<file path="src/sv/lcdab_pkg.sv">
package lcdab_pkg;

   // request field widths
   localparam int PX_W   = 9;
   localparam int PY_W   = 8;
   localparam int VAL_W  = 8;
   localparam int STAT_W = 2;
   localparam int K_W    = 8;

   // coordinate compare width (display sizes up to 1024)
   localparam int COORD_W     = 11;
   // row * width + column before trimming to the store address
   localparam int ADDR_CALC_W = 20;

   // target + shown*(k-1) stays below 2^16
   localparam int SUM_W       = 16;
   // reciprocal ceil(2^24 / k) is exact for 16-bit numerators and 8-bit k
   localparam int RECIP_SHIFT = 24;
   localparam int RECIP_W     = 25;
   localparam int BIG_W       = SUM_W + RECIP_W;

   localparam logic [STAT_W-1:0] DRIVE_ON      = 2'd0;
   localparam logic [STAT_W-1:0] DRIVE_OFF     = 2'd1;
   localparam logic [STAT_W-1:0] DRIVE_REVERSE = 2'd2;
   localparam logic [STAT_W-1:0] DRIVE_NONE    = 2'd3;

   localparam logic [VAL_W-1:0] VAL_MAX = 8'hFF;

   typedef struct packed {
      logic               busy;
      logic [K_W-1:0]     k;
      logic [RECIP_W-1:0] recip;
   } div_status_type;

endpackage

</file>
<file path="src/sv/lcdab_recip.sv">
module lcdab_recip (
   input  logic                        clock,
   input  logic                        reset,
   input  logic                        csr_write_enable,
   input  logic [lcdab_pkg::K_W-1:0]   csr_write_data,
   output lcdab_pkg::div_status_type   status
);

   localparam int RW    = lcdab_pkg::RECIP_W;
   localparam int KW    = lcdab_pkg::K_W;
   localparam int CNT_W = $clog2(RW + 1);

   logic [KW-1:0]    k_ff, k_in;
   logic [RW-1:0]    quo_ff, quo_in;
   logic [KW-1:0]    rem_ff, rem_in;
   logic [CNT_W-1:0] cnt_ff, cnt_in;
   logic [KW:0]      trial;
   logic [KW-1:0]    k_new;

   // restoring divide of (2^24 + k - 1) by k, one quotient bit per cycle;
   // dividend bits shift out of quo while quotient bits shift in
   always_comb begin
      k_in   = k_ff;
      quo_in = quo_ff;
      rem_in = rem_ff;
      cnt_in = cnt_ff;
      k_new  = (csr_write_data == '0) ? KW'(1) : csr_write_data;
      trial  = {rem_ff, quo_ff[RW-1]};
      if (csr_write_enable) begin
         k_in   = k_new;
         quo_in = (RW'(1) << lcdab_pkg::RECIP_SHIFT) + RW'(k_new - KW'(1));
         rem_in = '0;
         cnt_in = CNT_W'(RW);
      end else if (cnt_ff != '0) begin
         cnt_in = cnt_ff - CNT_W'(1);
         if (trial >= {1'b0, k_ff}) begin
            rem_in = KW'(trial - {1'b0, k_ff});
            quo_in = {quo_ff[RW-2:0], 1'b1};
         end else begin
            rem_in = trial[KW-1:0];
            quo_in = {quo_ff[RW-2:0], 1'b0};
         end
      end
   end

   always_ff @(posedge clock) begin
      if (reset) begin
         k_ff   <= KW'(1);
         quo_ff <= RW'(1) << lcdab_pkg::RECIP_SHIFT;
         rem_ff <= '0;
         cnt_ff <= '0;
      end else begin
         k_ff   <= k_in;
         quo_ff <= quo_in;
         rem_ff <= rem_in;
         cnt_ff <= cnt_in;
      end
   end

   assign status.busy  = (cnt_ff != '0);
   assign status.k     = k_ff;
   assign status.recip = quo_ff;

endmodule

</file>
<file path="config.mk">
export PLATFORM = sky130hd
export DESIGN_NAME = lcdab_recip
export DESIGN_NICKNAME = d
export VERILOG_FILES = /design/src/sv/lcdab_pkg.sv /design/src/sv/lcdab_recip.sv
export SDC_FILE = /design/constraint.sdc
export NUM_CORES = 1
export LEC_CHECK = 0
export BUFFER_PORTS_ARGS = -buffer_cell sky130_fd_sc_hd__buf_2
export CORE_ASPECT_RATIO = 0.9
export CORE_MARGIN = 1
export CORE_UTILIZATION = 56
export DETAILED_ROUTE_END_ITERATION = 7
export PLACE_DENSITY_LB_ADDON = 0.08
export SLEW_MARGIN = 10
export SYNTH_ARGS = -nofsm -noshare
export SYNTH_HDL_FRONTEND = slang
export SYNTH_SLANG_ARGS = --single-unit
export TNS_END_PERCENT = 10
</file>
<file path="constraint.sdc">
create_clock -name clock -period 2.4 [get_ports clock]
set_input_delay 0.36 -clock clock [delete_from_list [all_inputs] [get_ports clock]]
set_output_delay 0.36 -clock clock [all_outputs]
set_load 0.02 [all_outputs]
</file>
==> flow_summary.toml, run 1 <==
[status]
outcome = "complete, no violations"

[cells_and_area]
multi_input_area_sq_um = 1560
nNetsFinal = 362
seqCellArea_sq_um = 921
fill_cells = 365
diodes = 0
drive_gt1_share_pct = 26.8
area_growth_pct = 15.3

[floorplan]
start_util_pct = 59.1
num_rows = 23
die_area_sq_um = 5010
core_area_sq_um = 4490
die_h_um = 67.3
die_width_um = 74.5
io_pins = 45

[synth]
yosysWarnings = 0
syn_inst = 296
synth_compound_area_share_pct = 25.2
synth_top_family_by_area = "compound AO/OA/AOI/OAI gates"
synthAdderAreaFrac_pct = 5.95
syn_avg_cell_area_sq_um = 8.96
yosys.area_share.simple_pct = 21.7
ys_seq_area_share_pct = 34.7
synth_seq_cells = 46
netlist-cell-type-count = 58
synthMuxAreaShare_pct = 3.02
synth_fp_nets = 319
synth_xor_area_share_pct = 2.97
synth_area_sq_um = 2650

[timing]
fmax_ghz = 0.484
setup_tns_ns = 0
fin_crit_sh_pct = 86.2
setup_violations = 0
fin_worst_skew_ns = 0.00995
report.final.slew_viol_count = 0
grt_setup_unrepaired = "false"
worstMarginPinSlew_ns = 0.688
fin_crit_ns = 2.07
maxSlewHeadroom_pct = 54.0
hold_violations = 0

[placement]
routabilityCongestion = 0.918
port_buffers = 44
dp.final_hpwl_um = 4240

[detailed_routing]
dr.pass1.iters = 4
drt-initial-drc-count = 138
vias = 2262
via_per_inst = 5.63
routedWlPerCell_um = 14.7
wl_um = 5900
drc = 0
ant_nets = 0

[clock_network]
path_clk_slew_ns = 0.08
htreeDepth = 2
clock_sinks = 46
cts-resized-gates = 0
worstSkewPairLatency_ns = 0.31
cts_root_buffer = "clkbuf_8"
cts_inserted_buffers = 5
post_cts_buffers = 0
clockBufferDepth = 2
ctsHoldBuffers = 0
cts_tree = "done"

[worst_setup_path]
path_class = "reg2reg"
cp-startpoint = "k_ff[4]$_SDFFE_PP0P_"
cp-end-kind = "flop"
startpoint_type = "flop"
crit_arrival_ns = 2.27
r2r_start = "k_ff[4]$_SDFFE_PP0P_"
crit_fanout = 5
cp.required_ns = 2.60

[global_routing]
overflow = 0
grt_max_degree = 36
track_usage_pct = 25.4
grt_pass1_wl_um = 9600
grt_pass1_vias = 1993
antenna_found_initial = 0

[power_and_ir_drop]
leakage_nw = 1.32
ir_drop_mv = 0.460
p_total_mw = 2.56
power.density_nw_per_um2 = 839

[flow_run]
cap_violations = 0

[worst_hold_path]
hp-class = "in2reg"
hold_start = "csr_write_data[3]"
final cells by class:
cell class / count / area share, %
clock buffers: 6 / 2.70
clock inverters: 2 / 1.96
inverters: 15 / 1.84
multi-input cells: 218 / 51.0
flip-flops and latches: 46 / 30.1
well taps: 62 / 2.54
repair buffers: 53 / 9.82
cell usage in the layout, fill, tap and decap left out, types with 6 or more instances in the layout:
cell / instances
ha_1: 11
nand2_1: 8
dfxtp_1: 46
a211oi_2: 10
clkbuf_8: 6
a211oi_1: 20
a21oi_1: 7
mux2i_1: 8
inv_1: 14
nor2b_1: 8
o21ai_0: 13
buf_4: 8
nand2b_1: 18
buf_2: 44
nor2_1: 43
nand3_1: 8
a31oi_1: 7
synthesized netlist by cell type (all sizes together):
cell type | instances | share of area, %
dfxtp | 46 | 35
nor2 | 46 | 7.0
a211oi | 30 | 10
nand2b | 18 | 4.2
inv | 15 | 2.1
o21ai | 14 | 2.8
ha | 11 | 5.2
clkbuf | 10 | 2.2
nor2b | 9 | 2.2
a21oi | 8 | 1.7
a31oi | 8 | 2.5
mux2i | 8 | 3.0
nand2 | 8 | 1.1
nand3 | 8 | 1.5
buf | 7 | 2.1
xnor2 | 5 | 1.7
or2 | 4 | 0.94
xor2 | 4 | 1.3
a311o | 3 | 1.2
a311oi | 3 | 1.7
nor3 | 3 | 0.57
or3 | 3 | 0.71
a2111oi | 2 | 0.76
a21o | 2 | 0.61
and2b | 2 | 0.61
o21a | 2 | 0.57
o31ai | 2 | 0.57
a211o | 1 | 0.33
a221o | 1 | 0.38
and2 | 1 | 0.24
and3b | 1 | 0.38
fa | 1 | 0.76
nor3b | 1 | 0.47
nor4 | 1 | 0.47
nor4b | 1 | 0.90
o2111a | 1 | 0.42
o211ai | 1 | 0.28
o22a | 1 | 0.33
o22ai | 1 | 0.24
o31a | 1 | 0.33
o41ai | 1 | 0.33
or4 | 1 | 0.28
cells by family after synthesis:
logic type / count (synthesis)
buf+inv: 32
xor+xnor: 9
fa+ha+maj: 12
mux: 8
simple gates: 107
flops: 46
compound gates: 82
power by group:
group	switching (mW)	leakage, nW	internal, mW
logic	0.551	0.872	0.388
registers	0.0699	0.378	0.843
clock network	0.269	0.0714	0.444
total	0.890	1.32	1.67
flip-flops by register name (all words and copies together) (netlist names):
signal / cells
rem_ff: 8
quo_ff: 25
cnt_ff: 5
k_ff: 8
routing by layer:
layer	GRT usage [%]	wire, um	vias up
met5	0	0	-
met4	9.43	121	0
met3	6.12	276	12
met2	36.3	2560	57
met1	36.8	2950	1046
li1	-	-	1147
final timing paths:
check	endpoint	cells after the start	slack, ns
max reg2reg	rem_ff[0]$_SDFFE_PP0P_	7	0.33
min reg2reg	k_ff[0]$_SDFFE_PP1P_	2	0.48
max	rem_ff[0]$_SDFFE_PP0P_	7	0.33
min	k_ff[3]$_SDFFE_PP0P_	3	0.34
stage by stage:
stage	utilization, %	std cells	worst slack [ns]	hold slack (ns)	area (sq um)
floorplan	-	296	0.336	0.473	2650
CTS	68.1	402	0.349	0.335	3060
global route	68.1	402	0.221	0.329	3060
global placement	64.9	394	0.388	0.469	2920
detailed placement	64.9	394	0.331	0.467	2920
finish	68.1	402	0.332	0.344	3060
critical path, stage by stage, from the launching register on:
cell and delay [ns]:
dfxtp_1 0.38, inv_1 0.07, ha_1 0.37, a21oi_2 0.20, nor3b_2 0.09, a311oi_4 0.36, a2111oi_1 0.16, a311o_1 0.33
No activity file was read; power rests on OpenSTA's default activity.
==> run 2, diff against run 1 <==
CORE_UTILIZATION = 51   (was 56)
clock period = 1.7 ns   (was 2.4 ns; I/O delays follow)
==> run 2 against run 1 <==
  * Worst setup slack worse by 0.53 ns
  * Highest routed layer unchanged
  * Global-route usage down 0.21 points
  * Critical path depth rose by 1
  * Design area increased by 24%
  * Utilization rose by 8.7 points
  * Largest power group unchanged
  * The flow now finishes with violations (setup timing)
  * Sequential share of layout area down 4.8 points
  * First-iteration DRC count increased by 2.2%
  * Combinational power rose by 110%
  * Clock skew shrank 0.00076 ns
  * Total power up 54%
==> flow_summary.toml, run 2 (same netlist as run 1, synthesis figures left out) <==
[status]
outcome = "finished with violations"
violations = "setup timing"

[floorplan]
core_area_sq_um = 4920
die_h_um = 70.4
io_pins = 45
num_rows = 24
die_area_sq_um = 5490
die_width_um = 78
start_util_pct = 53.8

[cells_and_area]
most-common-layout-cells = "buf_4 (52), buf_2 (43), nor2_1 (41), dfxtp_1 (31), nand2b_1 (17)"
nNetsFinal = 415
top_register = "quo_ff"
area_growth_pct = 42.6
finalNonFillerCells = 458
layout_commonest_cell = "buf_4"
drive_gt1_share_pct = 49.4
reg.largest.list = "quo_ff (25), k_ff (8), rem_ff (8)"
finalInstanceArea_sq_um = 3780
diodes = 0
largest_register_ff_count = 25
multi_input_area_sq_um = 1820
seqCellArea_sq_um = 957
fill_cells = 355

[clock_network]
worstSkewPairLatency_ns = 0.30
clock_sinks = 46
cts_tree = "done"
clockBufferDepth = 2
path_clk_slew_ns = 0.08
cts_inserted_buffers = 5
cts_root_buffer = "clkbuf_8"
htreeDepth = 2

[placement]
place_area_sq_um = 3380
routabilityCongestion = 0.880
dp.cells = 437
dp.final_hpwl_um = 4720
port_buffers = 44
post-place-ws_ns = -0.186

[timing]
hold_violations = 0
fin_worst_skew_ns = 0.00919
fin_crit_ns = 1.90
maxSlewHeadroom_pct = 64.1
setup_tns_ns = -1.24
grt_setup_unrepaired = "true"
fmax_ghz = 0.527
whs_ns = 0.261
worstMarginPinSlew_ns = 0.538
layout_setup_ws_ns = -0.196
report.final.slew_viol_count = 0
setup_violations = 19
fin_crit_sh_pct = 112

[worst_setup_path]
path_class = "reg2reg"
r2r_start = "quo_ff[24]$_SDFFE_PP1P_"
r2r_slack_ns = -0.20
r2r-end = "rem_ff[0]$_SDFFE_PP0P_"
crit_arrival_ns = 2.08
cp.required_ns = 1.88
cp-end-kind = "flop"
startpoint_type = "flop"
crit_fanout = 3
rr_worst_depth = 8

[power_and_ir_drop]
seqPwrFrac_pct = 33.0
sw_frac_of_total_pct = 38.1
p_comb_share_pct = 50.1
power.internal_mw = 2.44
leakage_nw = 1.63
power.switching_mw = 1.50
ir_drop_mv = 0.519
pwr-share-clk_pct = 16.9
power.density_nw_per_um2 = 1040

[detailed_routing]
routedWlPerCell_um = 15.2
drt-initial-drc-count = 141
wl_um = 6950
vias = 2522
dr.pass1.iters = 4
ant_nets = 0
drc = 0
via_per_inst = 5.51

[global_routing]
grt_max_degree = 35
antenna_found_initial = 0
grt_pass1_wl_um = 11100
track_usage_pct = 25.2
overflow = 0
grt_pass1_vias = 2300

[worst_hold_path]
hp-class = "in2reg"
min_to = "k_ff[0]$_SDFFE_PP1P_"
min_delay_path_depth = 3
hold_start = "reset"

[flow_run]
cap_violations = 0
## run 2: changes by cell type in the layout (fill, tap and decap cells not counted), moves of 7 or more
cell	delta
buf_4	+44
dfxtp_1	-15
dfxtp_2	+8
dfxtp_4	+7
ha_1	-9
ha_4	+9
## run 2: timing repair
action                                  CTS  global route
buffers inserted                          4             8
resized for setup                        13            37
endpoints found under the setup margin   27            34
hold buffers                              0             0
cloned                                    0             1
pin swaps                                13            16
## run 2: how the worst max path moves through the flow
stage	from	end	slack, ns	depth (start not counted)
after floorplan	quo_ff[24]$_SDFFE_PP1P_	rem_ff[0]$_SDFFE_PP0P_	-0.13	7
after global placement	csr_write_data[4]	quo_ff[6]$_SDFFE_PP0P_	-0.11	9
after detailed placement	csr_write_data[4]	quo_ff[6]$_SDFFE_PP0P_	-0.19	9
after CTS	quo_ff[24]$_SDFFE_PP1P_	quo_ff[0]$_SDFFE_PP0P_	-0.12	8
after global routing	quo_ff[24]$_SDFFE_PP1P_	rem_ff[0]$_SDFFE_PP0P_	-0.24	8
final	quo_ff[24]$_SDFFE_PP1P_	rem_ff[0]$_SDFFE_PP0P_	-0.20	8
## run 2: power by group through the flow
stage	clock [mW]	combinational [mW]	sequential [mW]
finish	0.668	1.98	1.30
global route	0.740	2.12	1.32
CTS	0.688	1.71	1.29
detailed placement	0	1.60	1.31
global placement	0	1.57	1.31
floorplan	0	1.04	1.37
## run 2: area by class of cell
type / count / area share (%)
timing repair buffer: 106 / 20.7
multi-input combinational: 218 / 48.0
inverter: 15 / 1.49
tap: 65 / 2.15
clock inverter: 3 / 0.529
clock buffer: 5 / 1.82
sequential: 46 / 25.3
## run 2: worst max-delay path, stage by stage, from the launching register on
cell,delay (ns)
dfxtp_4,0.35
inv_2,0.04
ha_4,0.23
and2b_1,0.21
o21ai_2,0.08
a311oi_4,0.28
buf_6,0.17
a2111oi_4,0.07
a311o_1,0.35
## run 2: routing by layer
| layer | up-vias | GRT usage [%] | wire [um] |
|---|---|---|---|
| met3 | 8 | 4.44 | 391 |
| li1 | 1251 | - | - |
| met4 | 0 | 4.94 | 65 |
| met5 | - | 0 | 0 |
| met2 | 75 | 38.2 | 3120 |
| met1 | 1188 | 37.3 | 3370 |
## run 2: through the flow
stage	utilization [%]	power, mW
floorplan	-	2.42
global placement	68.6	2.88
detailed placement	68.6	2.91
CTS	72.0	3.69
global route	76.8	4.18
finish	76.8	3.95
