[config.mk]
export PLATFORM = sky130hd
export DESIGN_NAME = lcdab_ram
export DESIGN_NICKNAME = d
export VERILOG_FILES = /design/src/sv/lcdab_ram.sv
export SDC_FILE = /design/constraint.sdc
export NUM_CORES = 1
export LEC_CHECK = 0
export ABC_AREA = 1
export BUFFER_PORTS_ARGS = -buffer_cell sky130_fd_sc_hd__buf_2
export CORE_AREA = 4 4 114 116
export CTS_BUF_LIST = sky130_fd_sc_hd__clkbuf_2 sky130_fd_sc_hd__clkbuf_4 sky130_fd_sc_hd__clkbuf_8
export DETAILED_ROUTE_END_ITERATION = 12
export DIE_AREA = 0 0 118 120
export PLACE_DENSITY = 0.65
export SYNTH_ARGS = -nofsm -noshare
export SYNTH_HDL_FRONTEND = slang
export SYNTH_SLANG_ARGS = --single-unit
[constraint.sdc]
create_clock -name clock -period 2.51 [get_ports clock]
set_input_delay 0 -clock clock [delete_from_list [all_inputs] [get_ports clock]]
set_output_delay 0 -clock clock [all_outputs]
set_load 0.01 [all_outputs]
[src/sv/lcdab_ram.sv]
module lcdab_ram #(
   parameter int WIDTH = 8,
   parameter int DEPTH = 16,
   localparam int AW = (DEPTH > 1) ? $clog2(DEPTH) : 1
) (
   input  logic             clock,
   input  logic             wr_en,
   input  logic [AW-1:0]    wr_addr,
   input  logic [WIDTH-1:0] wr_data,
   input  logic             rd_en,
   input  logic [AW-1:0]    rd_addr,
   output logic [WIDTH-1:0] rd_data
);

   logic [WIDTH-1:0] mem [DEPTH];
   logic [WIDTH-1:0] rd_data_ff;

   always_ff @(posedge clock) begin
      if (wr_en) begin
         mem[wr_addr] <= wr_data;
      end
      if (rd_en) begin
         rd_data_ff <= mem[rd_addr];
      end
   end

   assign rd_data = rd_data_ff;

endmodule

==> results of run 1 <==
## cell usage after synthesis, drive strengths merged
cell / instances
nand2: 173
buf: 24
nor2: 17
nand3: 97
edfxtp: 136
inv: 102
nand3b: 2
## power breakdown
group / total (mW) / internal, mW / leakage [nW] / switching [mW]
logic: 0.309 / 0.0909 / 1.36 / 0.218
registers: 2.57 / 2.56 / 1.24 / 0.0171
clock network: 1.56 / 0.786 / 0.167 / 0.774
total: 4.44 / 3.43 / 2.76 / 1.01
## cell type report
cell class,count,area share
flip-flops and latches,136,0.633
inverters,102,0.0593
clock inverters,9,0.00931
multi-input cells,289,0.188
well taps,147,0.0285
repair buffers,39,0.0411
clock buffers,21,0.0409
## critical path, stage by stage
cell,delay [ps]
buf_2,510
inv_2,450
nand3_1,210
nand3_1,100
nand3_1,160
nand2_1,70
## how the worst max path moves through the flow
stage                      end  startpoint  slack (ps)
floorplan           mem[10][0]  wr_addr[2]        1560
global placement    rd_data[2]  rd_addr[1]         730
detailed placement  rd_data[2]  rd_addr[1]         710
CTS                 rd_data[2]  rd_addr[1]        1190
global route        rd_data[2]  rd_addr[1]        1090
finish              rd_data[2]  rd_addr[1]        1170
## what timing repair did
| item | CTS | global route |
|---|---|---|
| hold buffers | 10 | 0 |
| endpoints found under the hold margin | 121 | 0 |
| buffers inserted | 0 | 0 |
## sequential cells by signal (all words and copies together), names as in the netlist
name and count:
rd_data 8, mem 128
## metal layers
metal	routed length (um)	track usage	up-vias
li1	-	-	1841
met1	5970	0.275	1837
met2	6330	0.313	114
met3	748	0.0452	13
met4	205	0.0725	0
met5	0	0	-
## through the flow
stage | cell area [um2] | utilization | worst slack (ps)
floorplan | 5850 | - | 1560
global placement | 6030 | 0.506 | 733
detailed placement | 6030 | 0.506 | 713
CTS | 6450 | 0.542 | 1190
global route | 6450 | 0.542 | 1090
finish | 6450 | 0.542 | 1170
## cell families after synthesis
group | after synthesis | synth area share
buf+inv | 126 | 0.0939
simple gates | 289 | 0.208
flops | 136 | 0.698
==> reports/qor.yml, run 1 <==
critical_path:
  timing.rr.start: "mem[1][2]"
  critPathLaunchType: "input pin"
  worst_ep_arrival_time_ps: 1530
  cp-end-kind: "register"
  r2r-end: "rd_data[2]"
  ws_path_type: "in2reg"
  critical_path_required_ps: 2700
  number_of_cell_instances_on_the_worst_register_to_register_path: 6
  r2r_slack_ps: 1330
  timing.critical_path.fanout_max: 33
cts:
  clock_tree_root_driver_cell: "clkbuf_8"
  worst_setup_hold_path_clk_slew_ps: 60
  cts_buffer_depth: 2
  cts_resized: 0
  tritoncts.num_buffers: 17
  cts.htree.levels: 4
  clock_sinks: 136
  clk-insertion-delay-late_ps: 440
  cts_tree: "built"
drt:
  routed_len_inst_um: 17.8
  drc_violations_left: 0
  detail-route-antenna-nets: 0
  first_iter_violations: 402
  drt_pre_antenna_iters: 5
  routed_wirelength_um: 13300
  vias_per_cell: 5.12
  num_vias: 3805
finish:
  mostFrequentLayoutCell: "nand2_1"
  multiInputGateArea_um2: 1210
  nNetsFinal: 604
  diodes: 0
  drive_gt1_frac: 0.0889
  final-seq-area_um2: 4080
  layout-area-overhead-vs-synth_pct: 10.4
  final_cell_mix: "nand2_1, edfxtp_1, inv_1, nand3_1, buf_2"
  number_of_filler_cells_placed_in_the_layout: 1080
  final-instance-count-excl-fill: 743
timing:
  worst_pin_slew_ps: 926
  rsz0062_at_grt: "false"
  final.period_utilization: 0.532
  final_hold_viol_count: 0
  maxClockFrequency_mhz: 748
  max_slew_vio_count: 0
  finalClockSkew_ps: 11.8
  report.final.setup_viol: 0
  fin_crit_ps: 1340
  fin_worst_hold_slack_ps: 134
  relSlewSlack: 0.380
  fin_setup_tns_ps: 0
yosys:
  yosysSeqAreaShare: 0.698
  synth.net_count: 570
  postSynthCellCount: 551
  netlist.top_cell.by_area: "edfxtp_1"
  postSynthRegisterBits: 136
  synth_area_per_cell_um2: 10.6
  synth_top_cells_by_area: "edfxtp_1, nand2_1, nand3_1"
  synth_largest_type_area_fraction: 0.698
  post_synth_num_cell_types: 11
  mappedNetlistArea_um2: 5850
  synth.yosys.warnings: 0
grt:
  grt_first_pass_wirelength_um: 21000
  pin_count_of_the_biggest_net_entering_global_routing: 65
  grt-ovfl-total: 0
  grt_use_total: 0.200
  antenna_violations_before_repair: 0
  grt_pass1_vias: 3787
die:
  fp-row-count: 40
  die-area_um2: 14200
  initial_utilization: 0.491
  ioPinCount: 27
  dieWidth_um: 118
  fp.dieH_um: 120
  core_area_um2: 11900
min_path:
  worst_hold_path.num_cells: 4
  worstHoldStart: "rd_addr[2]"
  worstHoldEndpoint: "rd_data[1]"
  hp-class: "in2reg"
power:
  peakVddDrop_mv: 0.363
  power_leakage_nw: 2.76
  power_density_nw_per_um2: 689
  post-layout-total-power_mw: 4.44
status:
  status: "complete, no violations"
placement:
  placed_cells: 703
  place_hpwl_um: 8220
  port_buffers: 26
  place.gp.congestion: 0.894
flow_run:
  cap_violations: 0
Note: power is estimated with default switching activity, not from simulation.
==> run 2, diff against run 1 <==
Clock period 2.51 ns to 1.27 ns, I/O delays scaled along.
==> reports/qor.yml, run 2 (synthesis gave the netlist of run 1 again) <==
grt:
  grt_pass1_vias: 3978  # +5.0%
  global_route.peak_usage_layer: "met2"
  use_met2: 0.329  # +0.0155
  grt-ovfl-total: 0  # unchanged
  pin_count_of_the_biggest_net_entering_global_routing: 33  # -49%
  groute.layer.met3.usage: 0.0448  # -0.000471
  grt_use_total: 0.199  # -0.00105
  antenna_violations_before_repair: 0  # unchanged
  grt_util_met1: 0.250  # -0.0245
  grt_first_pass_wirelength_um: 21000  # unchanged
timing:
  final.period_utilization: 0.917
  finalClockSkew_ps: 7.99  # -3.85 ps
  final_hold_viol_count: 0  # unchanged
  rsz0062_at_grt: "false"
  max_slew_vio_count: 0  # unchanged
  report.final.setup_viol: 0  # unchanged
  fin_crit_ps: 1160
  fin_setup_tns_ps: 0  # unchanged
  relSlewSlack: 0.581  # +0.201
  worst_pin_slew_ps: 628  # -298 ps
  maxClockFrequency_mhz: 859
drt:
  vias_per_cell: 5.12  # about the same
  routed_len_inst_um: 17.2  # -3.3%
  drt_pre_antenna_iters: 4  # -1
  routed_wirelength_um: 13200  # -0.23%
  drc_violations_left: 0  # unchanged
  first_iter_violations: 340  # -15%
  detail-route-antenna-nets: 0  # unchanged
  num_vias: 3926  # +3.2%
die:
  fp-row-count: 40  # unchanged
  fp.dieH_um: 120  # unchanged
  die-area_um2: 14200  # unchanged
  ioPinCount: 27  # unchanged
  core_area_um2: 11900  # unchanged
  dieWidth_um: 118  # unchanged
  initial_utilization: 0.491  # unchanged
finish:
  largest_register: "mem"
  drive_gt1_frac: 0.131  # +0.0417
  utilization: 0.565  # +0.0234
  final_cell_mix: "nand2_1, edfxtp_1, inv_1, nand3_1, buf_2"
  layout-area-overhead-vs-synth_pct: 15.2
  diodes: 0  # unchanged
  largest_register_ff_count: 128  # unchanged
  number_of_filler_cells_placed_in_the_layout: 1048  # -3.0%
  mostFrequentLayoutCell: "nand2_1"
  nNetsFinal: 626  # +3.6%
critical_path:
  ws_path_type: "reg2reg"
  r2r_slack_ps: 110  # -1220 ps
  worst_ep_arrival_time_ps: 1360  # -170 ps
  timing.critical_path.fanout_max: 1  # -97%
  timing.rr.start: "mem[4][0]"
  critPathLaunchType: "register"
  number_of_cell_instances_on_the_worst_register_to_register_path: 6  # unchanged
  r2r-end: "rd_data[0]"
  cp-end-kind: "register"
  critical_path_required_ps: 1470  # -1230 ps
cts:
  worst_setup_hold_path_clk_slew_ps: 70  # about the same
  cts_tree: "built"
  cts_buffer_depth: 2  # unchanged
  clock_tree_root_driver_cell: "clkbuf_8"
  tritoncts.num_buffers: 17  # unchanged
  cts.htree.levels: 4  # unchanged
  clk-insertion-delay-late_ps: 440  # about the same
  clock_sinks: 136  # unchanged
power:
  power_density_nw_per_um2: 1400  # +100%
  power_leakage_nw: 2.93  # +6.2%
  peakVddDrop_mv: 0.816  # +120%
min_path:
  hp-class: "in2reg"
  worstHoldEndpoint: "rd_data[1]"
  worst_hold_path.num_cells: 6  # +2
  worstHoldStart: "rd_addr[2]"
placement:
  place.gp.congestion: 0.828  # -7.4%
  port_buffers: 26  # unchanged
  place_hpwl_um: 8270  # +0.68%
status:
  status: "complete, no violations"
flow_run:
  cap_violations: 0  # unchanged
==> run 2: cell types whose count changed in the layout (fill, tap and decap cells not counted) <==
cell       delta
buf_4        +20
clkinv_2      +4
nand3_1       -1
buf_12        +2
clkbuf_4      -2
clkinv_1      -3
bufinv_16     +3
nand3_2       +1
==> run 2: metrics by stage <==
| step | std cells | power, mW | worst slack, ps | area (um2) | hold slack [ps] |
|---|---|---|---|---|---|
| floorplan | 551 | 5.54 | 319 | 5850 | 98.9 |
| global placement | 725 | 5.80 | 13.4 | 6220 | 373 |
| detailed placement | 725 | 5.81 | 7.66 | 6220 | 381 |
| CTS | 767 | 9.48 | 105 | 6730 | 173 |
| global route | 767 | 9.77 | 7.27 | 6730 | 192 |
| finish | 767 | 9.42 | 106 | 6730 | 184 |
==> run 2: metal layers <==
layer | vias to the layer above | part of all wire
met5 | - | 0
met4 | 0 | 0.023
met3 | 24 | 0.070
met2 | 141 | 0.50
met1 | 1871 | 0.41
li1 | 1890 | -
==> run 2: area by class of cell <==
class,instances,area (um2),area share
clock buffers,19,249,0.0370
multi-input cells,289,1220,0.181
inverters,102,383,0.0569
repair buffers,61,455,0.0676
clock inverters,13,159,0.0236
well taps,147,184,0.0273
flip-flops and latches,136,4080,0.607
==> run 2: worst max-delay path, stage by stage (launching register included) <==
cell,delay [ps]
edfxtp_1,360
inv_1,60
nand2_1,60
nand3_1,80
nand3_1,120
nand3_1,170
nand2_1,80
==> run 2: power breakdown <==
| group | leakage, nW | internal, mW | total (mW) | switching, mW |
|---|---|---|---|---|
| combinational | 1.48 | 0.212 | 0.659 | 0.447 |
| sequential | 1.24 | 5.05 | 5.08 | 0.0264 |
| clock | 0.211 | 2.13 | 3.68 | 1.55 |
| total | 2.93 | 7.40 | 9.42 | 2.02 |
==> run 2: worst max path at each step <==
stage	startpoint	to	slack, ps	cells after the start
2_1_floorplan	wr_addr[2]	mem[10][0]	320	2
3_3_place_gp	rd_addr[1]	rd_data[5]	10	6
3_5_place_dp	rd_addr[1]	rd_data[5]	8	6
4_1_cts	mem[5][5]	rd_data[5]	100	6
5_1_grt	mem[5][6]	rd_data[6]	7	6
6_report	mem[4][0]	rd_data[0]	110	6
==> run 2: timing repair <==
| action | 4_1_cts | 5_1_grt |
|---|---|---|
| endpoints found under the setup margin | 0 | 1 |
| hold buffers | 10 | 0 |
| buffers inserted | 0 | 0 |
| resized for setup | 0 | 1 |
| hold endpoints to repair | 126 | 0 |
==> run 3, diff against run 2 <==
Settings changed: CORE_AREA 4 4 114 116 to 4 4 97 135, DIE_AREA 0 0 118 120 to 0 0 101 139.
==> reports/qor.yml, run 3 (synthesis gave the netlist of run 1 again) <==
grt:
  antenna_violations_before_repair: 0  # unchanged
  grt_use_total: 0.198  # -0.000427
  pin_count_of_the_biggest_net_entering_global_routing: 43  # +30%
  grt_pass1_vias: 3875  # -2.6%
  grt_first_pass_wirelength_um: 20900  # -0.72%
  grt-ovfl-total: 0  # unchanged
die:
  fp-row-count: 47  # +18%
  fp.dieH_um: 139  # +16%
  core_area_um2: 11800  # -0.77%
  dieWidth_um: 101  # -14%
  die-area_um2: 14000  # -0.85%
  ioPinCount: 27  # unchanged
  initial_utilization: 0.495  # +0.00379
timing:
  fin_ws_ps: 149  # +43.4 ps
  report.final.setup_viol: 0  # unchanged
  finalClockSkew_ps: 6.82  # -1.17 ps
  fin_worst_hold_slack_ps: 37.8  # -147 ps
  fin_crit_ps: 1120  # -43.4 ps
  relSlewSlack: 0.598  # +0.0169
  final_hold_viol_count: 0  # unchanged
  max_slew_vio_count: 0  # unchanged
  final.period_utilization: 0.883  # -0.0342
  fin_setup_tns_ps: 0  # unchanged
  worst_pin_slew_ps: 602  # -25.4 ps
  rsz0062_at_grt: "false"
  maxClockFrequency_mhz: 892  # +3.9%
critical_path:
  r2r-end: "rd_data[2]"
  critical_path_required_ps: 1450  # -20 ps
  timing.rr.start: "mem[15][2]"
  worstPathCellList: "inv_1 -> nand2_1 -> nand3_1 -> nand3_1 -> nand3_1 -> nand2_1"
  timing.critical_path.fanout_max: 1  # unchanged
  timing.critical_path.mode_cell: "nand3_1"
  timing.critical_path.slowest_stage_cell: "edfxtp_1"
  cp-endpoint: "rd_data[2]"
  number_of_cell_instances_on_the_worst_register_to_register_path: 6  # unchanged
  critPathLaunchType: "register"
  r2r_slack_ps: 150  # +40 ps
  timing.critical_path.slowest_cell_delay_ps: 360  # about the same
  cp-end-kind: "register"
  launching_instance_or_port_of_the_critical_path: "mem[15][2]"
  worst_ep_arrival_time_ps: 1300  # -60 ps
  ws_path_type: "reg2reg"
cts:
  cts_buffer_depth: 2  # unchanged
  cts.htree.levels: 4  # unchanged
  cts_tree: "built"
  post-cts-setup-buffers: 0  # unchanged
  clk-insertion-delay-late_ps: 430  # about the same
  worst_setup_hold_path_clk_slew_ps: 70  # about the same
  clock_sinks: 136  # unchanged
  cts_resized: 0  # unchanged
  hold_fix_buffers_at_cts: 7  # -3
  clock_tree_root_driver_cell: "clkbuf_8"
  tritoncts.num_buffers: 17  # unchanged
placement:
  place_hpwl_um: 8490  # +2.6%
  place.gp.congestion: 0.859  # +3.8%
  placed_cells: 725  # unchanged
  detailedPlace.worstSlack_ps: -43.1  # -50.7 ps
  port_buffers: 26  # unchanged
  placed_instance_area_um2: 6230  # +0.20%
finish:
  final_cell_mix: "nand2_1, edfxtp_1, inv_1, nand3_1, buf_2"
  multiInputGateArea_um2: 1210  # -0.41%
  utilization: 0.573  # +0.00733
  diodes: 0  # unchanged
  final-instance-count-excl-fill: 764  # -0.39%
  final-seq-area_um2: 4080  # unchanged
  nNetsFinal: 623  # -0.48%
  layout-area-overhead-vs-synth_pct: 15.8
  final_cell_area_um2: 6770  # +0.52%
  drive_gt1_frac: 0.130  # -0.000986
  largest_register: "mem"
  mostFrequentLayoutCell: "nand2_1"
  number_of_filler_cells_placed_in_the_layout: 1008  # -3.8%
  largest_register_ff_count: 128  # unchanged
power:
  peakVddDrop_mv: 1.04  # +28%
  power_leakage_nw: 2.93  # about the same
  post-layout-total-power_mw: 9.82  # +4.3%
  power_density_nw_per_um2: 1450  # +3.7%
status:
  status: "complete, no violations"
drt:
  first_iter_violations: 310  # -8.8%
  routed_wirelength_um: 13000  # -1.9%
  num_vias: 3865  # -1.6%
  detail-route-antenna-nets: 0  # unchanged
  vias_per_cell: 5.06  # -1.2%
  drc_violations_left: 0  # unchanged
  drt_pre_antenna_iters: 6  # +2
  routed_len_inst_um: 17.0  # -1.5%
flow_run:
  cap_violations: 0  # unchanged
min_path:
  worst_hold_path.num_cells: 1  # -5
  worstHoldStart: "wr_data[2]"
  hp-class: "in2reg"
-- run 3: cell types whose count changed in the layout (fill, tap and decap cells not counted), sizes merged --
cell,delta
bufinv,+2
clkbuf,-2
clkinv,-2
clkinvlp,+2
dlygate4sd3,-3
-- run 3: layout make-up --
class                   instances  area share
repair buffers                 58      0.0647
well taps                     147      0.0272
inverters                     102      0.0566
clock inverters                15      0.0342
flip-flops and latches        136       0.603
multi-input cells             289       0.179
clock buffers                  17      0.0346
-- run 3: metal layers --
metal / wire [um] / vias up / global-route usage
li1: - / 1885 / -
met1: 5400 / 1827 / 0.259
met2: 6530 / 136 / 0.329
met3: 832 / 17 / 0.0448
met4: 210 / 0 / 0.0595
met5: 0 / - / 0
-- run 3: how the worst min path moves through the flow --
stage and endpoint:
6_report mem[2][2], 5_1_grt mem[14][2], 4_1_cts mem[8][6], 3_5_place_dp rd_data[5]
3_3_place_gp rd_data[5], 2_1_floorplan mem[0][0]
-- run 3: power breakdown --
group          total (mW)  leakage, nW  switching (mW)  internal, mW
combinational       0.648         1.47           0.440         0.208
sequential           5.08         1.24          0.0263          5.05
clock                4.10        0.223            1.59          2.51
total                9.82         2.93            2.05          7.77
-- run 3: worst max-delay path: cells and delay by family (launching register included) --
| kind | cells | cell delay (ps) |
|---|---|---|
| buffers and inverters | 1 | 60 |
| flip-flops | 1 | 360 |
| AND/OR/NAND/NOR | 5 | 450 |
